**config.mk**
```make
export PLATFORM = sky130hd
export DESIGN_NAME = priority_software_timer_table_flat
export DESIGN_NICKNAME = d
export VERILOG_FILES = /design/src/hw/rtl/psw_pkg.sv /design/src/hw/rtl/psw_if.sv /design/src/hw/rtl/psw_table.sv /design/src/hw/rtl/psw_seq.sv /design/src/hw/rtl/priority_software_timer_table.sv /design/src/flat_wrapper.sv
export SDC_FILE = /design/constraint.sdc
export NUM_CORES = 1
export LEC_CHECK = 0
export ABC_AREA = 1
export BUFFER_PORTS_ARGS = -buffer_cell sky130_fd_sc_hd__buf_2
export CAP_MARGIN = 15
export CORE_MARGIN = 2
export CORE_UTILIZATION = 40
export DETAILED_ROUTE_END_ITERATION = 8
export PLACE_DENSITY = 0.69
export SYNTH_ARGS = -nofsm -noshare
export SYNTH_HDL_FRONTEND = slang
export SYNTH_SLANG_ARGS = --single-unit
export TNS_END_PERCENT = 5
```
**constraint.sdc**
```tcl
create_clock -name i_clk -period 3.9 [get_ports i_clk]
set_input_delay 0.975 -clock i_clk [delete_from_list [all_inputs] [get_ports i_clk]]
set_output_delay 0.975 -clock i_clk [all_outputs]
set_load 0.005 [all_outputs]
```
**src/hw/rtl/psw_pkg.sv**
```systemverilog
// Shared types, codes and the sequencer program of the priority software timer table.
package psw_pkg;

    localparam int SLOTS_DEF   = 8;
    localparam int MAX_RESULTS = 8;
    localparam int NFW         = $clog2(MAX_RESULTS + 1);

    localparam int OP_W  = 2;
    localparam int ID_W  = 8;
    localparam int PRI_W = 8;
    localparam int DLY_W = 16;
    localparam int ST_W  = 3;

    localparam logic [OP_W-1:0] OP_CREATE = 2'd0;
    localparam logic [OP_W-1:0] OP_REMOVE = 2'd1;
    localparam logic [OP_W-1:0] OP_TICK   = 2'd2;

    localparam logic [ST_W-1:0] ST_OK           = 3'd0;
    localparam logic [ST_W-1:0] ST_FULL         = 3'd1;
    localparam logic [ST_W-1:0] ST_REMOVE_EARLY = 3'd2;
    localparam logic [ST_W-1:0] ST_BAD_DELAY    = 3'd3;
    localparam logic [ST_W-1:0] ST_NONE_FIRED   = 3'd4;

    typedef struct packed {
        logic [ID_W-1:0]  id;
        logic [PRI_W-1:0] prio;
        logic [DLY_W-1:0] period;
        logic [DLY_W-1:0] remain;
        logic             periodic;
    } t_entry;

    // Jump conditions of the sequencer.
    localparam int CD_W = 4;
    localparam logic [CD_W-1:0] CD_NEXT        = 4'd0;
    localparam logic [CD_W-1:0] CD_GOTO        = 4'd1;
    localparam logic [CD_W-1:0] CD_NOT_ACC     = 4'd2;
    localparam logic [CD_W-1:0] CD_CREATE      = 4'd3;
    localparam logic [CD_W-1:0] CD_REMOVE      = 4'd4;
    localparam logic [CD_W-1:0] CD_TICK        = 4'd5;
    localparam logic [CD_W-1:0] CD_DLY_ZERO    = 4'd6;
    localparam logic [CD_W-1:0] CD_FULL        = 4'd7;
    localparam logic [CD_W-1:0] CD_RD_ZERO     = 4'd8;
    localparam logic [CD_W-1:0] CD_PRI_LE      = 4'd9;
    localparam logic [CD_W-1:0] CD_RD_END      = 4'd10;
    localparam logic [CD_W-1:0] CD_ID_MATCH    = 4'd11;
    localparam logic [CD_W-1:0] CD_DEC_ZERO    = 4'd12;
    localparam logic [CD_W-1:0] CD_NOT_PER     = 4'd13;
    localparam logic [CD_W-1:0] CD_NOT_STARTED = 4'd14;

    // Table write selections.
    localparam int WS_W = 3;
    localparam logic [WS_W-1:0] WS_NONE   = 3'd0;
    localparam logic [WS_W-1:0] WS_SHIFT  = 3'd1;
    localparam logic [WS_W-1:0] WS_NEW    = 3'd2;
    localparam logic [WS_W-1:0] WS_KEEP   = 3'd3;
    localparam logic [WS_W-1:0] WS_DEC    = 3'd4;
    localparam logic [WS_W-1:0] WS_RELOAD = 3'd5;

    // Program steps.
    localparam int STEP_W = 5;
    localparam logic [STEP_W-1:0] S_IDLE      = 5'd0;
    localparam logic [STEP_W-1:0] S_D_CR      = 5'd1;
    localparam logic [STEP_W-1:0] S_D_RM      = 5'd2;
    localparam logic [STEP_W-1:0] S_D_TK      = 5'd3;
    localparam logic [STEP_W-1:0] S_D_NOP     = 5'd4;
    localparam logic [STEP_W-1:0] S_CR_DLY    = 5'd5;
    localparam logic [STEP_W-1:0] S_CR_FULCHK = 5'd6;
    localparam logic [STEP_W-1:0] S_CR_RD     = 5'd7;
    localparam logic [STEP_W-1:0] S_CR_CMP    = 5'd8;
    localparam logic [STEP_W-1:0] S_CR_SHIFT  = 5'd9;
    localparam logic [STEP_W-1:0] S_CR_INS    = 5'd10;
    localparam logic [STEP_W-1:0] S_CR_OK     = 5'd11;
    localparam logic [STEP_W-1:0] S_CR_FULL   = 5'd12;
    localparam logic [STEP_W-1:0] S_CR_BAD    = 5'd13;
    localparam logic [STEP_W-1:0] S_RM_CHK    = 5'd14;
    localparam logic [STEP_W-1:0] S_RM_RD     = 5'd15;
    localparam logic [STEP_W-1:0] S_RM_CMP    = 5'd16;
    localparam logic [STEP_W-1:0] S_RM_KEEP   = 5'd17;
    localparam logic [STEP_W-1:0] S_RM_END    = 5'd18;
    localparam logic [STEP_W-1:0] S_RM_BAD    = 5'd19;
    localparam logic [STEP_W-1:0] S_TK_INIT   = 5'd20;
    localparam logic [STEP_W-1:0] S_TK_RD     = 5'd21;
    localparam logic [STEP_W-1:0] S_TK_DEC    = 5'd22;
    localparam logic [STEP_W-1:0] S_TK_KEEP   = 5'd23;
    localparam logic [STEP_W-1:0] S_TK_FIRE   = 5'd24;
    localparam logic [STEP_W-1:0] S_TK_RELOAD = 5'd25;
    localparam logic [STEP_W-1:0] S_TK_END    = 5'd26;

    typedef struct packed {
        logic [CD_W-1:0]   cond;
        logic [STEP_W-1:0] target;
        logic              accept;
        logic              rd_up;
        logic              rd_dn;
        logic              init_up;
        logic              init_dn;
        logic              rd_inc;
        logic [WS_W-1:0]   wsel;
        logic              occ_inc;
        logic              occ_wr;
        logic              set_started;
        logic              emit;
        logic [ST_W-1:0]   status;
        logic              fire;
        logic              flush;
        logic              tk_init;
    } t_uword;

    typedef struct packed {
        logic acc;
        logic op_create;
        logic op_remove;
        logic op_tick;
        logic dly_zero;
        logic full;
        logic rd_zero;
        logic pri_le;
        logic rd_end;
        logic id_match;
        logic dec_zero;
        logic not_per;
        logic not_started;
    } t_flags;

    // The control store: one word per step.
    function automatic t_uword uword(input logic [STEP_W-1:0] step);
        t_uword w;
        w = '0;
        case (step)
            S_IDLE: begin
                w.accept = 1'b1; w.cond = CD_NOT_ACC; w.target = S_IDLE;
            end
            S_D_CR: begin
                w.cond = CD_CREATE; w.target = S_CR_DLY;
            end
            S_D_RM: begin
                w.cond = CD_REMOVE; w.target = S_RM_CHK;
            end
            S_D_TK: begin
                w.cond = CD_TICK; w.target = S_TK_INIT;
            end
            S_D_NOP: begin
                w.cond = CD_GOTO; w.target = S_IDLE;
            end
            S_CR_DLY: begin
                w.cond = CD_DLY_ZERO; w.target = S_CR_BAD;
            end
            S_CR_FULCHK: begin
                w.cond = CD_FULL; w.target = S_CR_FULL; w.init_dn = 1'b1;
            end
            S_CR_RD: begin
                w.cond = CD_RD_ZERO; w.target = S_CR_INS; w.rd_dn = 1'b1;
            end
            S_CR_CMP: begin
                w.cond = CD_PRI_LE; w.target = S_CR_INS;
            end
            S_CR_SHIFT: begin
                w.wsel = WS_SHIFT; w.cond = CD_GOTO; w.target = S_CR_RD;
            end
            S_CR_INS: begin
                w.wsel = WS_NEW; w.occ_inc = 1'b1; w.set_started = 1'b1;
            end
            S_CR_OK: begin
                w.emit = 1'b1; w.status = ST_OK; w.cond = CD_GOTO; w.target = S_IDLE;
            end
            S_CR_FULL: begin
                w.emit = 1'b1; w.status = ST_FULL; w.cond = CD_GOTO; w.target = S_IDLE;
            end
            S_CR_BAD: begin
                w.emit = 1'b1; w.status = ST_BAD_DELAY; w.cond = CD_GOTO; w.target = S_IDLE;
            end
            S_RM_CHK: begin
                w.cond = CD_NOT_STARTED; w.target = S_RM_BAD; w.init_up = 1'b1;
            end
            S_RM_RD: begin
                w.cond = CD_RD_END; w.target = S_RM_END; w.rd_up = 1'b1;
            end
            S_RM_CMP: begin
                w.rd_inc = 1'b1; w.cond = CD_ID_MATCH; w.target = S_RM_RD;
            end
            S_RM_KEEP: begin
                w.wsel = WS_KEEP; w.cond = CD_GOTO; w.target = S_RM_RD;
            end
            S_RM_END: begin
                w.occ_wr = 1'b1; w.emit = 1'b1; w.status = ST_OK;
                w.cond = CD_GOTO; w.target = S_IDLE;
            end
            S_RM_BAD: begin
                w.emit = 1'b1; w.status = ST_REMOVE_EARLY;
                w.cond = CD_GOTO; w.target = S_IDLE;
            end
            S_TK_INIT: begin
                w.init_up = 1'b1; w.tk_init = 1'b1;
            end
            S_TK_RD: begin
                w.cond = CD_RD_END; w.target = S_TK_END; w.rd_up = 1'b1;
            end
            S_TK_DEC: begin
                w.rd_inc = 1'b1; w.cond = CD_DEC_ZERO; w.target = S_TK_FIRE;
            end
            S_TK_KEEP: begin
                w.wsel = WS_DEC; w.cond = CD_GOTO; w.target = S_TK_RD;
            end
            S_TK_FIRE: begin
                w.fire = 1'b1; w.cond = CD_NOT_PER; w.target = S_TK_RD;
            end
            S_TK_RELOAD: begin
                w.wsel = WS_RELOAD; w.cond = CD_GOTO; w.target = S_TK_RD;
            end
            S_TK_END: begin
                w.occ_wr = 1'b1; w.emit = 1'b1; w.flush = 1'b1; w.status = ST_NONE_FIRED;
                w.cond = CD_GOTO; w.target = S_IDLE;
            end
            default: begin
                w.cond = CD_GOTO; w.target = S_IDLE;
            end
        endcase
        return w;
    endfunction

endpackage

```
**src/hw/rtl/psw_if.sv**
```systemverilog
// Handshake interfaces for the request and result channels.
interface psw_req_if;
    logic                        valid;
    logic                        ready;
    logic [psw_pkg::OP_W-1:0]    operation;
    logic [psw_pkg::ID_W-1:0]    task_id;
    logic [psw_pkg::PRI_W-1:0]   priority_req;
    logic [psw_pkg::DLY_W-1:0]   delay;
    logic                        periodic;

    modport source (output valid, operation, task_id, priority_req, delay, periodic,
                    input ready);
    modport sink   (input valid, operation, task_id, priority_req, delay, periodic,
                    output ready);
endinterface

interface psw_rsp_if;
    logic                      valid;
    logic                      ready;
    logic [psw_pkg::ST_W-1:0]  status;
    logic                      fired;
    logic [psw_pkg::ID_W-1:0]  fired_id;
    logic                      last;

    modport source (output valid, status, fired, fired_id, last, input ready);
    modport sink   (input valid, status, fired, fired_id, last, output ready);
endinterface

```
**src/hw/rtl/psw_table.sv**
```systemverilog
// Timer slot memory: one write port and one registered read port.
module psw_table #(
    parameter int SLOTS = psw_pkg::SLOTS_DEF
) (
    input  logic                         i_clk,
    input  logic                         i_rd_en,
    input  logic [$clog2(SLOTS)-1:0]     i_rd_addr,
    output psw_pkg::t_entry              o_rd_data,
    input  logic                         i_wr_en,
    input  logic [$clog2(SLOTS)-1:0]     i_wr_addr,
    input  psw_pkg::t_entry              i_wr_data
);

    psw_pkg::t_entry r_mem [SLOTS];
    psw_pkg::t_entry r_rd_data;

    always_ff @(posedge i_clk) begin
        if (i_wr_en) begin
            r_mem[i_wr_addr] <= i_wr_data;
        end
        if (i_rd_en) begin
            r_rd_data <= r_mem[i_rd_addr];
        end
    end

    assign o_rd_data = r_rd_data;

endmodule

```
**src/hw/rtl/psw_seq.sv**
```systemverilog
// Microprogram sequencer: step counter, control store and conditional jumps.
module psw_seq (
    input  logic             i_clk,
    input  logic             i_rst_n,
    input  psw_pkg::t_flags  i_flags,
    input  logic             i_stall,
    output psw_pkg::t_uword  o_ctl
);

    logic [psw_pkg::STEP_W-1:0] r_step;
    logic [psw_pkg::STEP_W-1:0] n_step;
    psw_pkg::t_uword            ctl;
    logic                       take;

    assign ctl   = psw_pkg::uword(r_step);
    assign o_ctl = ctl;

    always_comb begin
        case (ctl.cond)
            psw_pkg::CD_NEXT:        take = 1'b0;
            psw_pkg::CD_GOTO:        take = 1'b1;
            psw_pkg::CD_NOT_ACC:     take = !i_flags.acc;
            psw_pkg::CD_CREATE:      take = i_flags.op_create;
            psw_pkg::CD_REMOVE:      take = i_flags.op_remove;
            psw_pkg::CD_TICK:        take = i_flags.op_tick;
            psw_pkg::CD_DLY_ZERO:    take = i_flags.dly_zero;
            psw_pkg::CD_FULL:        take = i_flags.full;
            psw_pkg::CD_RD_ZERO:     take = i_flags.rd_zero;
            psw_pkg::CD_PRI_LE:      take = i_flags.pri_le;
            psw_pkg::CD_RD_END:      take = i_flags.rd_end;
            psw_pkg::CD_ID_MATCH:    take = i_flags.id_match;
            psw_pkg::CD_DEC_ZERO:    take = i_flags.dec_zero;
            psw_pkg::CD_NOT_PER:     take = i_flags.not_per;
            psw_pkg::CD_NOT_STARTED: take = i_flags.not_started;
            default:                 take = 1'b1;
        endcase
    end

    always_comb begin
        if (i_stall) begin
            n_step = r_step;
        end else if (take) begin
            n_step = ctl.target;
        end else begin
            n_step = r_step + psw_pkg::STEP_W'(1);
        end
    end

    always_ff @(posedge i_clk) begin
        if (!i_rst_n) begin
            r_step <= psw_pkg::S_IDLE;
        end else begin
            r_step <= n_step;
        end
    end

endmodule

```
**src/hw/rtl/priority_software_timer_table.sv**
```systemverilog
// Top level: request latch, slot walk datapath and result register of the timer table.
// Throughput: one request at a time, taken in the cycle after the previous one is wrapped up;
// a full result register that is not being taken stalls any step that hands a result over until it drains.
// Reset (synchronous, active low) empties the table and clears the started flag at once.
module priority_software_timer_table #(
    parameter int SLOTS = psw_pkg::SLOTS_DEF
) (
    input  logic          i_clk,
    input  logic          i_rst_n,
    psw_req_if.sink       i_req,
    psw_rsp_if.source     o_rsp
);

    localparam int IW = $clog2(SLOTS);
    localparam int CW = $clog2(SLOTS + 1);

    // Sequencer control word and the flags it branches on.
    psw_pkg::t_uword ctl;
    psw_pkg::t_flags flags;
    logic            stall;
    logic            go;

    // Latched request.
    logic [psw_pkg::OP_W-1:0]  r_op;
    logic [psw_pkg::ID_W-1:0]  r_id;
    logic [psw_pkg::PRI_W-1:0] r_pri;
    logic [psw_pkg::DLY_W-1:0] r_dly;
    logic                      r_per;

    // Table bookkeeping. Valid entries always sit in slots 0 to r_occ-1, in
    // ascending priority, so the fill count stands in for per-slot valid bits.
    logic [CW-1:0] r_occ;
    logic          r_started;
    logic [CW-1:0] r_rd;
    logic [CW-1:0] r_wr;
    logic [CW-1:0] rd_m1;

    // Tick reporting: the most recent fired id is held back so that the
    // final one can carry the last marker once the walk is done.
    logic                     r_pend_v;
    logic [psw_pkg::ID_W-1:0] r_pend_id;
    logic [psw_pkg::NFW-1:0]  r_nfire;
    logic                     room;
    logic                     push_pend;

    // Result register.
    logic                      r_ov;
    logic [psw_pkg::ST_W-1:0]  r_ost;
    logic                      r_of;
    logic [psw_pkg::ID_W-1:0]  r_oid;
    logic                      r_olast;
    logic                      out_free;
    logic                      do_emit;

    // Table ports.
    logic            rd_en;
    logic [IW-1:0]   rd_addr;
    psw_pkg::t_entry rdata;
    logic            wr_en;
    logic [IW-1:0]   wr_addr;
    psw_pkg::t_entry wdata;
    logic            wr_adv;

    psw_seq u_seq (
        .i_clk   (i_clk),
        .i_rst_n (i_rst_n),
        .i_flags (flags),
        .i_stall (stall),
        .o_ctl   (ctl)
    );

    psw_table #(.SLOTS(SLOTS)) u_table (
        .i_clk     (i_clk),
        .i_rd_en   (rd_en),
        .i_rd_addr (rd_addr),
        .o_rd_data (rdata),
        .i_wr_en   (wr_en),
        .i_wr_addr (wr_addr),
        .i_wr_data (wdata)
    );

    assign i_req.ready = ctl.accept;

    assign rd_m1 = r_rd - CW'(1);

    always_comb begin
        flags.acc         = i_req.valid && ctl.accept;
        flags.op_create   = (r_op == psw_pkg::OP_CREATE);
        flags.op_remove   = (r_op == psw_pkg::OP_REMOVE);
        flags.op_tick     = (r_op == psw_pkg::OP_TICK);
        flags.dly_zero    = (r_dly == '0);
        flags.full        = (r_occ == CW'(SLOTS));
        flags.rd_zero     = (r_rd == '0);
        flags.pri_le      = (rdata.prio <= r_pri);
        flags.rd_end      = (r_rd == r_occ);
        flags.id_match    = (rdata.id == r_id);
        flags.dec_zero    = (rdata.remain == psw_pkg::DLY_W'(1));
        flags.not_per     = !rdata.periodic;
        flags.not_started = !r_started;
    end

    // A step that must hand a result over waits while the result register is full and not being taken.
    assign out_free  = !r_ov || o_rsp.ready;
    assign room      = (r_nfire < psw_pkg::NFW'(psw_pkg::MAX_RESULTS));
    assign push_pend = r_pend_v && room;
    assign stall     = (ctl.emit || (ctl.fire && push_pend)) && !out_free;
    assign go        = !stall;
    assign do_emit   = go && (ctl.emit || (ctl.fire && push_pend));

    // Reads never touch a slot at or past the fill count.
    assign rd_en   = go && ((ctl.rd_dn && !flags.rd_zero) || (ctl.rd_up && !flags.rd_end));
    assign rd_addr = ctl.rd_dn ? rd_m1[IW-1:0] : r_rd[IW-1:0];

    always_comb begin
        wdata   = rdata;
        wr_addr = r_wr[IW-1:0];
        wr_adv  = 1'b0;
        case (ctl.wsel)
            psw_pkg::WS_SHIFT: begin
                wr_addr = r_rd[IW-1:0];
            end
            psw_pkg::WS_NEW: begin
                wr_addr         = r_rd[IW-1:0];
                wdata.id        = r_id;
                wdata.prio      = r_pri;
                wdata.period    = r_dly;
                wdata.remain    = r_dly;
                wdata.periodic  = r_per;
            end
            psw_pkg::WS_KEEP: begin
                wr_adv = 1'b1;
            end
            psw_pkg::WS_DEC: begin
                wdata.remain = rdata.remain - psw_pkg::DLY_W'(1);
                wr_adv       = 1'b1;
            end
            psw_pkg::WS_RELOAD: begin
                wdata.remain = rdata.period;
                wr_adv       = 1'b1;
            end
            default: begin
                wr_adv = 1'b0;
            end
        endcase
    end

    assign wr_en = go && (ctl.wsel != psw_pkg::WS_NONE);

    // Request latch.
    always_ff @(posedge i_clk) begin
        if (flags.acc) begin
            r_op  <= i_req.operation;
            r_id  <= i_req.task_id;
            r_pri <= i_req.priority_req;
            r_dly <= i_req.delay;
            r_per <= i_req.periodic;
        end
    end

    // Walk pointers. A create walks down from the top and shifts larger
    // priorities up by one; remove and tick walk up and compact as they go.
    always_ff @(posedge i_clk) begin
        if (go) begin
            if (ctl.init_up) begin
                r_rd <= '0;
            end else if (ctl.init_dn) begin
                r_rd <= r_occ;
            end else if (ctl.rd_inc) begin
                r_rd <= r_rd + CW'(1);
            end else if (ctl.wsel == psw_pkg::WS_SHIFT) begin
                r_rd <= rd_m1;
            end
            if (ctl.init_up) begin
                r_wr <= '0;
            end else if (wr_adv) begin
                r_wr <= r_wr + CW'(1);
            end
        end
    end

    always_ff @(posedge i_clk) begin
        if (!i_rst_n) begin
            r_occ     <= '0;
            r_started <= 1'b0;
            r_pend_v  <= 1'b0;
            r_nfire   <= '0;
        end else if (go) begin
            if (ctl.occ_inc) begin
                r_occ <= r_occ + CW'(1);
            end else if (ctl.occ_wr) begin
                r_occ <= r_wr;
            end
            if (ctl.set_started) begin
                r_started <= 1'b1;
            end
            if (ctl.tk_init) begin
                r_pend_v <= 1'b0;
                r_nfire  <= '0;
            end else if (ctl.fire && room) begin
                r_pend_v <= 1'b1;
                r_nfire  <= r_nfire + psw_pkg::NFW'(1);
            end
        end
    end

    always_ff @(posedge i_clk) begin
        if (go && ctl.fire && room) begin
            r_pend_id <= rdata.id;
        end
    end

    // Result register.
    always_ff @(posedge i_clk) begin
        if (!i_rst_n) begin
            r_ov <= 1'b0;
        end else if (do_emit) begin
            r_ov <= 1'b1;
        end else if (o_rsp.ready) begin
            r_ov <= 1'b0;
        end
    end

    always_ff @(posedge i_clk) begin
        if (do_emit) begin
            if (ctl.fire) begin
                r_ost   <= psw_pkg::ST_OK;
                r_of    <= 1'b1;
                r_oid   <= r_pend_id;
                r_olast <= 1'b0;
            end else if (ctl.flush && r_pend_v) begin
                r_ost   <= psw_pkg::ST_OK;
                r_of    <= 1'b1;
                r_oid   <= r_pend_id;
                r_olast <= 1'b1;
            end else begin
                r_ost   <= ctl.status;
                r_of    <= 1'b0;
                r_oid   <= '0;
                r_olast <= 1'b1;
            end
        end
    end

    assign o_rsp.valid    = r_ov;
    assign o_rsp.status   = r_ost;
    assign o_rsp.fired    = r_of;
    assign o_rsp.fired_id = r_oid;
    assign o_rsp.last     = r_olast;

endmodule

```
**src/flat_wrapper.sv**
```systemverilog
// flat-port wrapper written by rule: the top's interface ports become plain ports
module priority_software_timer_table_flat 
#(
    parameter int SLOTS = psw_pkg::SLOTS_DEF
)
  (i_clk, i_rst_n, i_req_valid, i_req_operation, i_req_task_id, i_req_priority_req, i_req_delay, i_req_periodic, i_req_ready, o_rsp_valid, o_rsp_status, o_rsp_fired, o_rsp_fired_id, o_rsp_last, o_rsp_ready);
  psw_req_if i_req_i ();
  psw_rsp_if o_rsp_i ();
  input  logic i_clk;
  input  logic i_rst_n;
  input wire logic [$bits(i_req_i.valid)-1:0] i_req_valid;
  input wire logic [$bits(i_req_i.operation)-1:0] i_req_operation;
  input wire logic [$bits(i_req_i.task_id)-1:0] i_req_task_id;
  input wire logic [$bits(i_req_i.priority_req)-1:0] i_req_priority_req;
  input wire logic [$bits(i_req_i.delay)-1:0] i_req_delay;
  input wire logic [$bits(i_req_i.periodic)-1:0] i_req_periodic;
  output wire logic [$bits(i_req_i.ready)-1:0] i_req_ready;
  output wire logic [$bits(o_rsp_i.valid)-1:0] o_rsp_valid;
  output wire logic [$bits(o_rsp_i.status)-1:0] o_rsp_status;
  output wire logic [$bits(o_rsp_i.fired)-1:0] o_rsp_fired;
  output wire logic [$bits(o_rsp_i.fired_id)-1:0] o_rsp_fired_id;
  output wire logic [$bits(o_rsp_i.last)-1:0] o_rsp_last;
  input wire logic [$bits(o_rsp_i.ready)-1:0] o_rsp_ready;
  assign i_req_i.valid = i_req_valid;
  assign i_req_i.operation = i_req_operation;
  assign i_req_i.task_id = i_req_task_id;
  assign i_req_i.priority_req = i_req_priority_req;
  assign i_req_i.delay = i_req_delay;
  assign i_req_i.periodic = i_req_periodic;
  assign i_req_ready = i_req_i.ready;
  assign o_rsp_valid = o_rsp_i.valid;
  assign o_rsp_status = o_rsp_i.status;
  assign o_rsp_fired = o_rsp_i.fired;
  assign o_rsp_fired_id = o_rsp_i.fired_id;
  assign o_rsp_last = o_rsp_i.last;
  assign o_rsp_i.ready = o_rsp_ready;
  priority_software_timer_table #(.SLOTS(SLOTS)) u_core (.i_clk(i_clk), .i_rst_n(i_rst_n), .i_req(i_req_i), .o_rsp(o_rsp_i));
endmodule
```
==> flow_summary.yaml, run 1 <==
grt:
  gr-total-overflow: 0
  grt_usage_pct: 17.8
  grt_max_degree: 99
  first_global_vias: 13900
  antenna_found_initial: 1
  grt_pass1_wl_mm: 78.7
worst_setup_path:
  cp_max_fo: 80
  cpMostUsedCell: "nor2_1"
  critPathSlowestCell: "buf_4"
  cp-start-kind: "register"
  critPathTopFamily: "simple AND/OR/NAND/NOR gates"
  endpoint_kind: "register"
  path_class: "reg2reg"
  critPathBufInv: 1
  critPathRequiredTime_ps: 4370
  reg2reg_setup_slack_ps: 600
  crit_arrival_ps: 3760
  crit_chain: "ha_1 > nand3_2 > nor2_1 > nand2_1 > nand2_8 > buf_4 > o21ai_0 > o22ai_1 > nor2_1 > a31oi_1"
  cpPeakStageDelay_ps: 650
logic_synthesis:
  syn_inst: 1802
  synth-main-ff-cell: "edfxtp_1"
  synth_cell_types: 48
  syn_area_per_cell_um2: 12.2
  ys_warn_count: 0
  syn_area_um2: 22000
  async_flop_share_pct: 0
  ys_ff_latch: 521
  syn_nets: 1862
  synth-seq-area-share_pct: 70.2
  synth_edf_count: 505
power:
  p_total_mw: 13.3
  ir_drop_uv: 399
  p_leak_nw: 8.80
  power_density_nw_per_um2: 530
routing:
  drt_iter0_markers: 1399
  firstDrtPassIters: 5
  vias_per_cell: 5.50
  dr_total_vias: 14300
  wl_per_cell_um: 19.7
  ant_nets: 0
  drc_errors: 0
  wirelength_mm: 51.3
clocking:
  clockBufferDepth: 3
  cts_hold_buffers: 0
  cts_setup_buffers: 0
  cts_buffers: 50
  clock_latency_ps: 630
  cts_resized: 0
  path_clk_slew_ps: 60
  htree_num_levels: 2
  cts_tree: "built"
  clock_sinks: 521
  root_buffer: "clkbuf_16"
die:
  initial_core_util_pct: 40.2
  pin_count: 54
  dieArea_um2: 57000
  num_rows: 86
  coreArea_um2: 54800
  die_h_um: 239
  die_w_um: 239
flow_run:
  cap_viol_max_count: 0
layout:
  final_cell_area_um2: 25100
  n_antenna_cell: 0
  fin_util_pct: 45.8
  area_delta_synth_final_pct: 13.7
  nFillCells: 4816
  drive_gt1_share_pct: 11.7
  finalNetCount: 1922
place:
  dpl_cell_area_um2: 23400
  gp_congestion: 0.948
  port_buffers: 53
  place_hpwl_mm: 29.9
sta:
  maxSlewHeadroom_pct: 37.0
  fmax_mhz: 303
  rsz0062_at_grt: "no"
  worst_pin_slew_ps: 944
  fin_crit_sh_pct: 84.5
  finalMaxSlewViolations: 0
  skew_ps: 45.1
  period_minus_slack_ps: 3300
  timing.final.hold_violations: 0
  setup_viol: 0
worst_hold_path:
  hp-class: "reg2reg"
status:
  status: "complete, no violations"
[worst register-to-register path: cells and delay by family (launching register included)]
family                   cells  cell delay (ps)
AND/OR/NAND/NOR              5             1000
AO/OA/AOI/OAI                3              700
buffers and inverters        1              650
adder cells (fa/ha/maj)      1              410
flip-flops                   1              400
[final timing paths]
kind / endpoint / start / depth (start not counted)
max: u_core.u_table.o_rd_data[24] / u_core.u_seq.r_step[1] / 10
min: u_core.r_started / u_core.r_started / 2
max reg2reg: u_core.u_table.o_rd_data[24] / u_core.u_seq.r_step[1] / 10
min reg2reg: u_core.r_started / u_core.r_started / 2
[power by group]
part           switching (mW)  leakage [nW]  total (mW)  internal [mW]
Combinational            1.41          3.32        2.03          0.620
Sequential              0.125          4.71        6.50           6.37
Clock                    2.06         0.781        4.76           2.70
Total                    3.59          8.80        13.3           9.69
[synthesized netlist by cell type (all sizes together) (2+ instances only)]
library cell	count	area (um2)
edfxtp	505	15200
nor2	260	1060
o21ai	247	1250
nand2	211	845
inv	99	374
o21bai	98	736
clkbuf	68	258
a31oi	53	332
nand3	52	303
o22ai	51	319
ha	21	263
buf	20	116
xor2	20	175
a21oi	18	90.1
nand4	18	113
dfxtp	16	320
o2111ai	10	87.6
nor4	8	50.1
nor3	6	30.0
o211ai	4	30.0
xnor2	3	26.3
a32oi	2	17.5
clkinv	2	7.51
[placed cells by master (no fill, tap or decap), types with 18 or more instances in the layout]
cell,n
edfxtp_1,505
nor2_1,236
o21ai_0,234
nand2_1,196
o21bai_1,98
inv_1,85
a31oi_1,53
buf_2,53
o22ai_1,51
clkbuf_16,50
nand3_1,45
buf_4,24
ha_1,21
clkinv_1,20
xor2_1,20
a21oi_1,18
nand4_1,18
buf_12,18
[cells by family after synthesis]
group | synth area share [%]
AOI/OAI and AO/OA | 13.3
xor gates and xnor gates | 0.914
adders and majority gates | 1.19
buffers and inverters | 3.43
DFF | 70.2
and+or+nand+nor | 10.9
[registers in the layout, summed over array words and instances, names as in the netlist, 5 cells and up]
signal,cells
u_core.u_table.r_mem,392
u_core.u_table.o_rd_data,49
u_core.r_dly,16
u_core.o_rsp.fired_id,8
u_core.r_id,8
u_core.r_pend_id,8
u_core.r_pri,8
u_core.u_seq.r_step,5
[stage by stage]
stage	std cells	setup WS [ps]	TNS, ps	hold slack (ps)
after floorplan	1802	-330	-123480	436
after global placement	2513	741	0	447
after detailed placement	2513	696	0	459
after CTS	2606	668	0	467
after global routing	2607	370	0	496
final	2607	605	0	471
[metal layers]
| metal | up-vias | part of all wire, % | GRT usage [%] |
|---|---|---|---|
| met5 | - | 0 | 0 |
| met4 | 0 | 2.0 | 4.85 |
| met3 | 81 | 8.1 | 2.91 |
| met2 | 598 | 47 | 29.3 |
| met1 | 6987 | 42 | 24.6 |
| li1 | 6683 | - | - |
[layout make-up]
cell class | instances | area (um2) | area share (%)
sequential | 521 | 15500 | 61.8
timing repair buffer | 96 | 813 | 3.24
tap | 704 | 881 | 3.51
inverter | 101 | 384 | 1.53
clock inverter | 32 | 328 | 1.31
clock buffer | 61 | 1290 | 5.16
multi-input combinational | 1092 | 5890 | 23.5
(Power assumes the default switching activity.)
==> run 2, diff against run 1 <==
- clock period: 3.9 -> 2.72 ns (I/O delays scaled with it)
==> run 2 against run 1 <==
Sequential cell count stayed put; worst setup slack worse by 500 ps; critical path type unchanged; clock power is 39% higher; core utilization is 0.95 points higher; register-to-register slack worse by 500 ps; critical path depth is 3 higher.
==> flow_summary.yaml, run 2 (synthesized netlist as in run 1, its figures left out) <==
clocking:
  clock_sinks: 521
  cts_hold_buffers: 0
  clockBufferDepth: 3
  root_buffer: "clkbuf_16"
  path_clk_slew_ps: 60
  cts_buffers: 50
  clock_latency_ps: 610
  cts_tree: "built"
  htree_num_levels: 2
die:
  pin_count: 54
  dieArea_um2: 57000
  coreArea_um2: 54800
  die_h_um: 239
  initial_core_util_pct: 40.2
  die_w_um: 239
  num_rows: 86
place:
  dpl_cell_area_um2: 23900
  port_buffers: 53
  place_inst: 2550
  place_hpwl_mm: 32.1
  gp_congestion: 0.891
power:
  power_density_nw_per_um2: 747
  seq_power_share_pct: 48.8
  ir_drop_uv: 571
  swShare_pct: 27.3
  p_leak_nw: 9.04
  p_sw_mw: 5.23
  p_total_mw: 19.1
  p_int_mw: 13.9
  power_frac_comb_pct: 16.5
  power.share.clock_pct: 34.7
sta:
  fmax_mhz: 382
  finalMaxSlewViolations: 0
  skew_ps: 36.7
  maxSlewHeadroom_pct: 41.7
  worst_pin_slew_ps: 865
  rsz0062_at_grt: "yes"
  setup_viol: 0
  fin_crit_sh_pct: 96.2
  period_minus_slack_ps: 2620
  timing.final.hold_violations: 0
grt:
  grt_pass1_wl_mm: 80.7
  antenna_found_initial: 0
  grt_max_degree: 86
  gr-total-overflow: 0
  grt_usage_pct: 18.3
  first_global_vias: 14500
layout:
  final_common_cell: "edfxtp_1"
  n_antenna_cell: 0
  final_cells: 2646
  fin_util_pct: 46.7
  area_delta_synth_final_pct: 16.1
  drive_gt1_share_pct: 15.1
  largest_reg_flops: 392
  regMostFlops: "u_core.u_table.r_mem"
  final_cell_mix: "505 x edfxtp_1, 232 x nor2_1, 224 x o21ai_0"
  final_cell_area_um2: 25600
  finalNetCount: 1962
routing:
  drt_iter0_markers: 1525
  vias_per_cell: 5.53
  firstDrtPassIters: 6
  wirelength_mm: 52.4
  dr_total_vias: 14600
  drc_errors: 0
  wl_per_cell_um: 19.8
  ant_nets: 0
worst_setup_path:
  cp_max_fo: 17
  crit_arrival_ps: 2920
  endpoint_kind: "register"
  critPathRequiredTime_ps: 3020
  cp-start-kind: "register"
  path_class: "reg2reg"
worst_hold_path:
  hp-class: "in2reg"
status:
  status: "complete, no violations"
flow_run:
  cap_viol_max_count: 0
## run 2: changes by cell type in the layout (fill, tap and decap cells not counted), moves of 5 or more
cell	delta
buf_12	+13
buf_4	+26
clkinv_2	+5
nand2_1	-12
nand2_2	+9
o21ai_0	-10
o21ai_1	+10
## run 2: worst paths after layout
| path | startpoint | to | slack (ps) | cells after the start |
|---|---|---|---|---|
| worst max-delay path | u_core.u_seq.r_step[0] | u_core.u_table.r_mem[5][26] | 100 | 13 |
| worst min-delay path | i_req_task_id[7] | u_core.r_id[7] | 250 | 1 |
| worst max register to register | u_core.u_seq.r_step[0] | u_core.u_table.r_mem[5][26] | 100 | 13 |
| worst min register to register | u_core.r_started | u_core.r_started | 480 | 2 |
## run 2: worst max-delay path, stage by stage, from the launching register on
cell and delay [ps]:
dfxtp_4 370, inv_1 110, ha_2 240, nand2_1 100
inv_2 120, nand2_4 80, nand2_2 120, nand2_2 130
nand2_2 130, nand2_1 60, o21ai_1 160, nand2_4 150
nor2_4 250, clkbuf_16 260
## run 2: area by class of cell
type,count,area (um2)
well taps,704,881
inverters,101,390
flip-flops and latches,521,15500
clock buffers,59,1280
fillers,4751,29200
repair buffers,136,1300
clock inverters,33,250
multi-input cells,1092,6000
## run 2: metrics by stage
step	TNS, ps	hold slack [ps]	setup slack, ps
floorplan	-2480	436	-13.0
finish	0	251	104
global route	-410	234	-30.9
detailed placement	-36.8	478	-4.76
CTS	0	223	14.0
global placement	0	463	115
## run 2: layer usage
layer	up-vias	global-route usage (%)	wire length, um
li1	6765	-	-
met1	7166	24.6	22400
met2	587	29.8	24700
met3	110	3.19	3890
met4	2	6.34	1340
met5	-	0.433	32
## run 2: power by group through the flow
| stage | logic, mW | registers, mW | clock network, mW |
|---|---|---|---|
| 2_1_floorplan | 2.15 | 9.39 | 0 |
| 3_3_place_gp | 2.96 | 9.47 | 0 |
| 3_5_place_dp | 3.02 | 9.47 | 0 |
| 4_1_cts | 3.04 | 9.31 | 6.75 |
| 5_1_grt | 3.50 | 9.34 | 7.04 |
| 6_report | 3.16 | 9.32 | 6.64 |
## run 2: timing repair
action,in CTS,in global routing
setup buffers,0,3
cloned,0,1
gates resized for setup,1,36
pin swaps,0,7
endpoints found under the setup margin,20,539
==> run 3, diff against run 2 <==
- PLACE_DENSITY: 0.69 -> 0.67
- clock period: 2.72 -> 3 ns (I/O delays scaled with it)
==> run 3 against run 2 <==
Sequential cell count unchanged; cell area down 0.33%; cell count down 0.53%; fmax down 6.5%; wire length down 1.6%; worst setup slack better by 99 ps; die area unchanged; sequential share of layout area up 0.18 points; critical path type unchanged.
==> flow_summary.yaml, run 3 (synthesized netlist as in run 1, its figures left out) <==
sta:
  setup_viol: 0
  maxSlewHeadroom_pct: 24.8
  timing.final.hold_violations: 0
  fin_crit_sh_pct: 93.2
  hold_slack_ps: 290
  worst_pin_slew_ps: 1120
  rsz0062_at_grt: "yes"
  skew_ps: 29.3
  finalMaxSlewViolations: 0
  fmax_mhz: 358
  period_minus_slack_ps: 2800
clocking:
  path_clk_slew_ps: 60
  clock_latency_ps: 630
  root_buffer: "clkbuf_16"
  cts_buffers: 51
  clock_sinks: 521
  htree_num_levels: 2
  clockBufferDepth: 3
  cts_hold_buffers: 0
  cts_tree: "built"
worst_setup_path:
  crit_arrival_ps: 3120
  cpPeakStageDelay_ps: 400
  critPathRequiredTime_ps: 3330
  critPathBufInv: 5
  critPathTopFamily: "simple AND/OR/NAND/NOR gates"
  reg2reg_setup_slack_ps: 200
  cp-start-kind: "register"
  endpoint_kind: "register"
  critPathSlowestCell: "dfxtp_1"
  crit_chain: "inv_1 > ha_1 > nand2_1 > inv_1 > nand2_2 > nor2_1 > nand2_1 > nand3_1 > nand2_1 > inv_1 > a21oi_2 > nand2_2 > nor2_4 > buf_12 > clkbuf_16"
  path_class: "reg2reg"
  cp_max_fo: 18
place:
  port_buffers: 53
  gp_congestion: 0.909
  place_hpwl_mm: 31.3
  dpl_cell_area_um2: 23700
die:
  pin_count: 54
  coreArea_um2: 54800
  initial_core_util_pct: 40.2
  dieArea_um2: 57000
  die_w_um: 239
  num_rows: 86
  die_h_um: 239
routing:
  wirelength_mm: 51.6
  vias_per_cell: 5.53
  drc_errors: 0
  drt_iter0_markers: 1442
  wl_per_cell_um: 19.6
  firstDrtPassIters: 5
  dr_total_vias: 14600
  ant_nets: 0
layout:
  area_delta_synth_final_pct: 15.7
  final_cell_area_um2: 25500
  seqCellArea_um2: 15500
  regMostFlops: "u_core.u_table.r_mem"
  multi_input_area_um2: 5910
  drive_gt1_share_pct: 14.1
  final_cell_mix: "505 x edfxtp_1, 236 x nor2_1, 230 x o21ai_0"
  fin_util_pct: 46.6
  final_common_cell: "edfxtp_1"
  finalNetCount: 1947
  n_antenna_cell: 0
  largest_reg_flops: 392
  nFillCells: 4752
grt:
  antenna_found_initial: 0
  gr-total-overflow: 0
  first_global_vias: 14000
  grt_usage_pct: 17.9
  grt_max_degree: 75
  grt_pass1_wl_mm: 79.2
flow_run:
  cap_viol_max_count: 0
power:
  p_leak_nw: 9.02
  power_frac_comb_pct: 15.3
  p_total_mw: 17.8
  p_sw_mw: 4.84
  ir_drop_uv: 524
  seq_power_share_pct: 47.3
  swShare_pct: 27.1
  power.share.clock_pct: 37.4
  p_int_mw: 13.0
  power_density_nw_per_um2: 699
status:
  status: "complete, no violations"
worst_hold_path:
  hp-class: "in2reg"
==> run 3: worst reg2reg max path, cell delays in order, from the launching register on <==
cell	delay, ps
dfxtp_1	400
inv_1	100
ha_1	240
nand2_1	100
inv_1	100
nand2_2	150
nor2_1	70
nand2_1	60
nand3_1	110
nand2_1	100
inv_1	100
a21oi_2	250
nand2_2	210
nor2_4	190
buf_12	140
clkbuf_16	210
==> run 3: layout make-up <==
| class | instances | share of cell area (%) |
|---|---|---|
| sequential | 521 | 60.7 |
| clock inverter | 37 | 1.81 |
| timing repair buffer | 120 | 4.26 |
| clock buffer | 57 | 5.09 |
| tap | 704 | 3.45 |
| inverter | 101 | 1.51 |
| multi-input combinational | 1092 | 23.2 |
==> run 3: path summary, 6_finish.rpt <==
| kind | start | endpoint | cells past startpoint |
|---|---|---|---|
| hold / removal | i_req_delay[5] | u_core.r_dly[5] | 1 |
| setup / recovery | u_core.u_seq.r_step[0] | u_core.u_table.r_mem[2][28] | 15 |
| hold reg to reg | u_core.r_started | u_core.r_started | 2 |
| setup reg to reg | u_core.u_seq.r_step[0] | u_core.u_table.r_mem[2][28] | 15 |
==> run 3: metal layers <==
layer  up-vias  GRT usage, %  routed length, um
met5         -             0                  0
met4         0          5.21               1150
met3        83          3.23               3840
met2       566          28.8              24100
met1      7163          24.9              22500
li1       6752             -                  -
==> run 3: power groups by stage <==
stage          Clock, mW  Sequential [mW]  Combinational [mW]
2_1_floorplan          0             8.51                1.93
3_3_place_gp           0             8.58                2.64
3_5_place_dp           0             8.59                2.70
4_1_cts             6.78             8.44                2.72
5_1_grt             7.06             8.45                3.02
6_report            6.68             8.44                2.72
==> run 3: timing repair <==
item,4_1_cts,5_1_grt
setup buffers,0,1
gates resized for setup,1,11
setup endpoints to repair,90,467
gates cloned,0,1
pin swaps,0,1
==> run 3: through the flow <==
| stage | instances | setup WS [ps] | TNS [ps] |
|---|---|---|---|
| after floorplan | 1802 | -444 | -169110 |
| after global placement | 2536 | 44.1 | 0 |
| after detailed placement | 2536 | -15.5 | -894 |
| after CTS | 2630 | -3.86 | -3.86 |
| after global routing | 2632 | -11.1 | -52.0 |
| final | 2632 | 203 | 0 |
